$ cat src/rtl/sws_pkg.sv
// Shared types and constants for the sliding window sum smoother.
`default_nettype none

package sws_pkg;

  // Width of the smoothed result field and of its padded stream word.
  localparam int OUT_W       = 22;
  localparam int OUT_TDATA_W = 24;

  // Half window configuration register.
  localparam int         HALF_W     = 5;
  localparam logic [4:0] HALF_RESET = 5'd2;

  // One result item on its way to the output register.
  typedef struct packed {
    logic [OUT_W-1:0] smoothed;
    logic             passthrough;
    logic             last_result;
  } sws_item_t;

endpackage

`default_nettype wire

$ cat src/rtl/sws_out_stage.sv
// Output register stage that holds one result transaction for the receiver.
`default_nettype none

module sws_out_stage (
  input  wire                               clk,
  input  wire                               rst_n,
  input  wire                               load_valid,
  input  wire sws_pkg::sws_item_t           load_item,
  output logic                              load_ready,
  output logic                              out_tvalid,
  input  wire                               out_tready,
  output logic [sws_pkg::OUT_TDATA_W-1:0]   out_tdata,   // [21:0] smoothed, rest zero
  output logic [0:0]                        out_tuser,   // [0] passthrough
  output logic                              out_tlast    // last_result
);
  import sws_pkg::*;

  logic      valid_r;
  sws_item_t item_r;

  // The register can take a new result when empty or being drained this cycle.
  assign load_ready = !valid_r || out_tready;

  always_ff @(posedge clk) begin
    if (!rst_n) begin
      valid_r <= 1'b0;
    end else if (load_ready) begin
      valid_r <= load_valid;
    end
  end

  always_ff @(posedge clk) begin
    if (load_ready && load_valid) begin
      item_r <= load_item;
    end
  end

  assign out_tvalid = valid_r;
  assign out_tdata  = {{(OUT_TDATA_W-OUT_W){1'b0}}, item_r.smoothed};
  assign out_tuser  = item_r.passthrough;
  assign out_tlast  = item_r.last_result;

endmodule

`default_nettype wire

$ cat src/rtl/sliding_window_sum_smoother.sv
// Top level of the sliding window sum smoother.
//
// A record of samples enters on the in_ stream, one per transaction, with
// in_tlast on the final sample. For each position the out_ stream returns the
// sum of the centered window of 2h+1 samples; the first h+1 and the last h+1
// results repeat the edge sums, and out_tlast marks the final result. A record
// shorter than one window comes back sample by sample with out_tuser set.
// The cfg_ port writes h; it is taken only while the block is idle and drops
// any partial record.
// Timing: an input transaction is accepted in the idle state while the oldest
// sample is read from the sample line memory, and the running total is updated
// in the S_EXEC state that follows; no new sample is taken until the block is
// idle again. Each result passes through the output register, so the bursts of
// h+1 results at window fill and at record end are handed over one by one; a
// returned short record reads each held sample from the memory in turn.
// Reset clears the total, the fill count and h (to 2); the memory contents
// are not cleared, and no value read from them is used before being written.
// When the receiver stalls, the pending result holds and input is accepted
// again once the block has handed its last result to the output register.
`default_nettype none

module sliding_window_sum_smoother #(
  parameter int MAX_HALF_WINDOW = 31,
  parameter int SAMPLE_BITS     = 16
) (
  input  wire                                   clk,
  input  wire                                   rst_n,
  input  wire                                   in_tvalid,
  output logic                                  in_tready,
  input  wire  [((SAMPLE_BITS+7)/8)*8-1:0]      in_tdata,   // [SAMPLE_BITS-1:0] sample
  input  wire                                   in_tlast,   // last_sample
  output logic                                  out_tvalid,
  input  wire                                   out_tready,
  output logic [sws_pkg::OUT_TDATA_W-1:0]       out_tdata,  // [21:0] smoothed
  output logic [0:0]                            out_tuser,  // [0] passthrough
  output logic                                  out_tlast,  // last_result
  input  wire                                   cfg_valid,
  output logic                                  cfg_ready,
  input  wire  [sws_pkg::HALF_W-1:0]            cfg_data    // half_window
);
  import sws_pkg::*;

  localparam int LINE_DEPTH = 2 * MAX_HALF_WINDOW + 1;
  localparam int ADDR_W     = $clog2(LINE_DEPTH);
  localparam int CNT_W      = $clog2(LINE_DEPTH + 1);
  localparam int EXT_W      = (SAMPLE_BITS > OUT_W) ? SAMPLE_BITS : OUT_W;

  localparam logic [2:0] S_IDLE  = 3'd0;
  localparam logic [2:0] S_EXEC  = 3'd1;
  localparam logic [2:0] S_COPY  = 3'd2;
  localparam logic [2:0] S_DREAD = 3'd3;
  localparam logic [2:0] S_DOUT  = 3'd4;
  localparam logic [2:0] S_XOUT  = 3'd5;

  logic [2:0]             state_r, state_nxt;
  logic [HALF_W-1:0]      half_r;
  logic [CNT_W-1:0]       fill_r, fill_nxt;
  logic [OUT_W-1:0]       total_r, total_nxt;
  logic [ADDR_W-1:0]      head_r, head_nxt;
  logic [ADDR_W-1:0]      idx_r, idx_nxt;
  logic [CNT_W-1:0]       cnt_r, cnt_nxt;
  logic [OUT_W-1:0]       emit_val_r, emit_val_nxt;
  logic                   emit_last_r, emit_last_nxt;
  logic [SAMPLE_BITS-1:0] x_r;
  logic                   last_r;

  logic [SAMPLE_BITS-1:0] line_mem [LINE_DEPTH];
  logic [SAMPLE_BITS-1:0] rd_data_r;
  logic [ADDR_W-1:0]      rd_addr;
  logic [ADDR_W-1:0]      wr_addr;
  logic                   mem_we;

  logic [HALF_W-1:0]      h_eff;
  logic [CNT_W-1:0]       win;
  logic [CNT_W-1:0]       h_plus1;
  logic [EXT_W-1:0]       x_ext;
  logic [EXT_W-1:0]       rd_ext;
  logic [OUT_W-1:0]       x_out;
  logic [OUT_W-1:0]       rd_out;
  logic [OUT_W-1:0]       sum_add;
  logic [OUT_W-1:0]       sum_slide;

  logic                   in_acc;
  logic                   cfg_acc;
  logic                   load_valid;
  sws_item_t              load_item;
  logic                   load_ready;

  // Effective half width, limited to what the sample line can hold.
  assign h_eff   = (half_r > HALF_W'(MAX_HALF_WINDOW)) ? HALF_W'(MAX_HALF_WINDOW) : half_r;
  assign win     = CNT_W'({h_eff, 1'b1});
  assign h_plus1 = CNT_W'(h_eff) + CNT_W'(1);

  assign x_ext     = EXT_W'(x_r);
  assign rd_ext    = EXT_W'(rd_data_r);
  assign x_out     = x_ext[OUT_W-1:0];
  assign rd_out    = rd_ext[OUT_W-1:0];
  assign sum_add   = total_r + x_out;
  assign sum_slide = total_r - rd_out + x_out;

  assign cfg_ready = (state_r == S_IDLE);
  assign in_tready = (state_r == S_IDLE) && !cfg_valid;
  assign cfg_acc   = cfg_valid && cfg_ready;
  assign in_acc    = in_tvalid && in_tready;

  // While idle the oldest sample is fetched so that it is ready for the update.
  assign rd_addr = (state_r == S_IDLE) ? head_r : idx_r;

  always_ff @(posedge clk) begin
    if (mem_we) begin
      line_mem[wr_addr] <= x_r;
    end
    rd_data_r <= line_mem[rd_addr];
  end

  always_comb begin
    state_nxt     = state_r;
    fill_nxt      = fill_r;
    total_nxt     = total_r;
    head_nxt      = head_r;
    idx_nxt       = idx_r;
    cnt_nxt       = cnt_r;
    emit_val_nxt  = emit_val_r;
    emit_last_nxt = emit_last_r;
    mem_we        = 1'b0;
    wr_addr       = fill_r[ADDR_W-1:0];
    load_valid    = 1'b0;
    load_item     = '{smoothed: emit_val_r, passthrough: 1'b0,
                      last_result: emit_last_r && (cnt_r == CNT_W'(1))};
    case (state_r)
      S_IDLE: begin
        if (cfg_acc) begin
          fill_nxt  = '0;
          total_nxt = '0;
          head_nxt  = '0;
        end else if (in_acc) begin
          state_nxt = S_EXEC;
        end
      end
      S_EXEC: begin
        if (fill_r == win) begin
          // Full window: drop the oldest sample and put the new one in its slot.
          mem_we        = 1'b1;
          wr_addr       = head_r;
          emit_val_nxt  = sum_slide;
          emit_last_nxt = last_r;
          cnt_nxt       = last_r ? h_plus1 : CNT_W'(1);
          state_nxt     = S_COPY;
          if (last_r) begin
            fill_nxt  = '0;
            total_nxt = '0;
            head_nxt  = '0;
          end else begin
            total_nxt = sum_slide;
            head_nxt  = (head_r == ADDR_W'(win - CNT_W'(1))) ? '0 : head_r + ADDR_W'(1);
          end
        end else if (!last_r) begin
          mem_we    = 1'b1;
          total_nxt = sum_add;
          fill_nxt  = fill_r + CNT_W'(1);
          if (fill_r + CNT_W'(1) == win) begin
            emit_val_nxt  = sum_add;
            emit_last_nxt = 1'b0;
            cnt_nxt       = h_plus1;
            state_nxt     = S_COPY;
          end else begin
            state_nxt = S_IDLE;
          end
        end else if (fill_r + CNT_W'(1) == win) begin
          // The record is exactly one window long: every result is that one sum.
          emit_val_nxt  = sum_add;
          emit_last_nxt = 1'b1;
          cnt_nxt       = win;
          state_nxt     = S_COPY;
          fill_nxt      = '0;
          total_nxt     = '0;
          head_nxt      = '0;
        end else begin
          // Short record: replay the held samples, then the final one.
          idx_nxt   = '0;
          state_nxt = (fill_r == '0) ? S_XOUT : S_DREAD;
        end
      end
      S_COPY: begin
        load_valid = 1'b1;
        if (load_ready) begin
          cnt_nxt = cnt_r - CNT_W'(1);
          if (cnt_r == CNT_W'(1)) begin
            state_nxt = S_IDLE;
          end
        end
      end
      S_DREAD: begin
        state_nxt = S_DOUT;
      end
      S_DOUT: begin
        load_valid = 1'b1;
        load_item  = '{smoothed: rd_out, passthrough: 1'b1, last_result: 1'b0};
        if (load_ready) begin
          idx_nxt   = idx_r + ADDR_W'(1);
          state_nxt = (CNT_W'(idx_r) + CNT_W'(1) == fill_r) ? S_XOUT : S_DREAD;
        end
      end
      S_XOUT: begin
        load_valid = 1'b1;
        load_item  = '{smoothed: x_out, passthrough: 1'b1, last_result: 1'b1};
        if (load_ready) begin
          fill_nxt  = '0;
          total_nxt = '0;
          head_nxt  = '0;
          state_nxt = S_IDLE;
        end
      end
      default: begin
        state_nxt = S_IDLE;
      end
    endcase
  end

  always_ff @(posedge clk) begin
    if (!rst_n) begin
      state_r <= S_IDLE;
      half_r  <= HALF_RESET;
      fill_r  <= '0;
      total_r <= '0;
      head_r  <= '0;
    end else begin
      state_r <= state_nxt;
      fill_r  <= fill_nxt;
      total_r <= total_nxt;
      head_r  <= head_nxt;
      if (cfg_acc) begin
        half_r <= cfg_data;
      end
    end
  end

  always_ff @(posedge clk) begin
    idx_r       <= idx_nxt;
    cnt_r       <= cnt_nxt;
    emit_val_r  <= emit_val_nxt;
    emit_last_r <= emit_last_nxt;
    if (in_acc) begin
      x_r    <= in_tdata[SAMPLE_BITS-1:0];
      last_r <= in_tlast;
    end
  end

  sws_out_stage u_out (
    .clk        (clk),
    .rst_n      (rst_n),
    .load_valid (load_valid),
    .load_item  (load_item),
    .load_ready (load_ready),
    .out_tvalid (out_tvalid),
    .out_tready (out_tready),
    .out_tdata  (out_tdata),
    .out_tuser  (out_tuser),
    .out_tlast  (out_tlast)
  );

endmodule

`default_nettype wire

$ cat config.mk
export PLATFORM = sky130hd
export DESIGN_NAME = sliding_window_sum_smoother
export DESIGN_NICKNAME = d
export VERILOG_FILES = /design/src/rtl/sws_pkg.sv /design/src/rtl/sws_out_stage.sv /design/src/rtl/sliding_window_sum_smoother.sv
export SDC_FILE = /design/constraint.sdc
export NUM_CORES = 2
export LEC_CHECK = 0
export BUFFER_PORTS_ARGS = -buffer_cell sky130_fd_sc_hd__buf_2
export CAP_MARGIN = 20
export CORE_MARGIN = 5
export CORE_UTILIZATION = 57
export CTS_BUF_LIST = sky130_fd_sc_hd__clkbuf_8 sky130_fd_sc_hd__clkbuf_16
export CTS_CLUSTER_DIAMETER = 150
export DETAILED_ROUTE_END_ITERATION = 16
export GPL_TIMING_DRIVEN = 0
export PLACE_DENSITY = 0.79
export SYNTH_ARGS = -nofsm -noshare
export SYNTH_HDL_FRONTEND = slang
export SYNTH_SLANG_ARGS = --single-unit
$ cat constraint.sdc
create_clock -name clk -period 3.8 [get_ports clk]
set_input_delay 0.76 -clock clk [delete_from_list [all_inputs] [get_ports clk]]
set_output_delay 0.76 -clock clk [all_outputs]
set_load 0.05 [all_outputs]
==> results.sh <==
export IMPL_nNetsFinal=3177
export IMPL_yosysTopAreaCellShare_pct=69.5
export IMPL_grt_total_usage_pct=29.7
export IMPL_hold_ws_ps=250
export IMPL_clock_sinks=1143
export IMPL_start_kind="flop"
export IMPL_final_util_pct=67.5
export IMPL_worstSetupPathType="reg2reg"
export IMPL_clk_pin_slew_ps=60
export IMPL_wire_per_inst_um=31.0
export IMPL_setup_viol=1
export IMPL_drive_gt1_share_pct=25.1
export IMPL_hold_class="in2reg"
export IMPL_antenna_found_initial=6
export IMPL_overflow=0
export IMPL_tritoncts="built"
export IMPL_cts_buffer_depth=3
export IMPL_finalMaxSlewViolations=0
export IMPL_grt_pass1_vias=28001
export IMPL_met1_usage_pct=39.6
export IMPL_fin_cells=4242
export IMPL_finalPower_mw=30.5
export IMPL_place_ws_ps=-799
export IMPL_cp_required_ps=4400
export IMPL_num_rows=105
export IMPL_p_per_area_nw_per_um2=554
export IMPL_netlist_instances=2754
export IMPL_slew_headroom_pct=19.6
export IMPL_path_max_fanout=10
export IMPL_crit_path_end_kind="flop"
export IMPL_dr_pass1_iters=7
export IMPL_hpwlAfterDp_um=86100
export IMPL_via_per_inst=6.68
export IMPL_synth_warnings=0
export IMPL_dpl_cell_count=3957
export IMPL_violations="setup timing"
export IMPL_rr_startpoint="state_r[0]"
export IMPL_die_x_um=297
export IMPL_synth_seq_area_share_pct=72.0
export IMPL_numCtsBuffers=108
export IMPL_p_leak_nw=18.7
export IMPL_fp_coreArea_um2=81700
export IMPL_htreeDepth=3
export IMPL_grt_use_met3_pct=7.54
export IMPL_critPathArrivalTime_ps=4590
export IMPL_die_area_um2=88000
export IMPL_grt_pass1_wl_um=189000
export IMPL_ys_ff_latch=1143
export IMPL_synth_ff_type="edfxtp_1"
export IMPL_fmax_ghz=0.251
export IMPL_min_from="in_tdata[13]"
export IMPL_top_usage_layer="met2"
export IMPL_async_reset_ff_share_pct=0
export IMPL_crit_start="state_r[0]"
export IMPL_io_buffers=52
export IMPL_finalWorstSetupSlack_ps=-192
export IMPL_synth_distinct_cells=66
export IMPL_final_fill_count=5108
export IMPL_fin_crit_sh_pct=105
export IMPL_finalHoldViolations=0
export IMPL_initial_core_util_pct=57.3
export IMPL_io_pins=56
export IMPL_min_period_ps=3990
export IMPL_die_h_um=297
export IMPL_insertion_delay_ps=690
export IMPL_ant_nets=0
export IMPL_syn_avg_cell_area_um2=17.0
export IMPL_use_met2_pct=47.7
export IMPL_syn_cell_area_um2=46800
export IMPL_worst_pin_slew_ps=1200
export IMPL_synth_edf_count=1084
export IMPL_fin_skew_ps=30.3
export IMPL_routed_via_count=28330
export IMPL_synth_area_leader_cell="edfxtp_1"
export IMPL_cap_viol_max_count=0
export IMPL_wl_um=131000
export IMPL_status="finished with violations"
export IMPL_first_iter_violations=4252
export IMPL_syn2layout_area_growth_pct=17.8
export IMPL_drc_errors=0
export IMPL_clk_root_buffer_cell="clkbuf_16"
export IMPL_synthTopCellsByArea="edfxtp_1 (70%), mux4_2 (10%), dfxtp_1 (2.5%), a22oi_1 (1.7%), nand2_1 (1.6%)"
export IMPL_place_gp_congestion=0.992
export IMPL_grt_max_degree=35
export IMPL_ir_worst_vdd_uv=418
export IMPL_postCtsHoldBufs=0
[cell usage after synthesis (all sizes together) (5+ instances only)]
| cell | instances |
|---|---|
| buf | 49 |
| and3 | 22 |
| o211ai | 7 |
| nor2 | 142 |
| nor3 | 27 |
| o21bai | 6 |
| a22oi | 108 |
| a21oi | 68 |
| and2 | 18 |
| nor2b | 19 |
| nand2 | 202 |
| nand4 | 23 |
| a211o | 6 |
| o21a | 5 |
| xnor2 | 39 |
| a22o | 8 |
| dfxtp | 59 |
| nand3 | 44 |
| edfxtp | 1084 |
| fa | 17 |
| inv | 85 |
| a21boi | 7 |
| o21ai | 103 |
| o22ai | 6 |
| xor2 | 24 |
| mux4 | 208 |
| or3 | 25 |
| ha | 49 |
| a31oi | 46 |
| a221oi | 18 |
| clkbuf | 98 |
| mux2i | 58 |
| mux2 | 5 |
| a21o | 15 |
| nand2b | 13 |
[through the flow]
| stage | instance area [um2] | setup TNS (ps) |
|---|---|---|
| 6_report | 55100 | -192 |
| 5_1_grt | 55100 | -366 |
| 4_1_cts | 54600 | -15720 |
| 3_5_place_dp | 50100 | -341450 |
| 3_3_place_gp | 48500 | -834230 |
| 2_1_floorplan | 46900 | 0 |
[cell usage in the layout, fill, tap and decap left out, types with 15 or more instances in the layout]
cell and count:
edfxtp_1 1084, mux4_2 208, nand2_1 200, clkbuf_16 109, a22oi_1 101, inv_1 98
o21ai_0 98, buf_4 95, nor2_1 81, buf_2 76, a21oi_1 64, clkbuf_1 60
dfxtp_1 56, mux2i_1 55, ha_1 47, a31oi_1 44, nor2_4 44, nand3_1 40
xnor2_1 37, buf_16 36, clkinv_1 28, clkinv_2 27, buf_6 25, xor2_1 24
buf_12 24, nand4_1 23, and3_1 22, clkbuf_2 21, or3_1 20, nor2b_1 19
nor3_1 18, and2_1 17, nor2_2 17, fa_1 16, a21o_1 15, a221oi_1 15
[sequential cells by signal (all words and copies together) (netlist names), 3 cells and up]
register,count
half_r,5
cnt_r,6
rd_data_r,16
fill_r,6
head_r,6
emit_val_r,22
total_r,22
state_r,3
line_mem,1008
idx_r,6
u_out.out_tdata,22
x_r,16
[timing repair]
item                                    4_1_cts  5_1_grt
buffers inserted                             58       40
endpoints found under the setup margin      984      893
cloned                                        1        1
pin swaps                                    29       21
gates resized for setup                     125      100
[power breakdown]
group | internal, mW | leakage, nW | switching, mW
clock network | 5.57 | 1.68 | 4.68
registers | 14.1 | 10.2 | 0.178
logic | 2.31 | 6.80 | 3.74
[kinds of logic after synthesis]
group	synth area share, %
flops	72.0
simple gates	5.39
compound gates	5.97
mux	11.4
buf+inv	2.02
fa+ha+maj	2.04
xor+xnor	1.18
other cells	0.00801
[metal layers]
layer  vias up  share of wire (%)  wire length [um]
li1      11558                  -                 -
met1     14222                 35             46400
met2      2173                 48             62500
met3       377                 12             15800
met4         0                4.9              6500
met5         -                  0                 0
[worst paths after layout]
check            endpoint  slack (ps)  depth (start not counted)
max          rd_data_r[4]        -190                         11
min               x_r[13]         250                          1
min reg2reg   emit_last_r         480                          0
max reg2reg  rd_data_r[4]        -190                         11
[critical path, cell delays in order (launching register included)]
cell and delay [ps]:
dfxtp_2 380, nor3_4 230, buf_12 140, mux2i_4 280
clkbuf_4 300, buf_2 440, buf_2 430, mux2i_1 140
a221oi_1 790, o21ai_0 400, nand3_1 190, or3_1 170
[final cells by class]
type | count | area [um2] | share of cell area [%]
sequential | 1143 | 33700 | 61.2
multi-input combinational | 1380 | 12900 | 23.4
timing repair buffer | 231 | 2790 | 5.06
clock buffer | 108 | 2700 | 4.90
tap | 1070 | 1340 | 2.43
buffer | 135 | 734 | 1.33
clock inverter | 87 | 599 | 1.09
inverter | 85 | 319 | 0.579
antenna | 3 | 7.51 | 0.0136
Power figures use the tool's default switching activity.
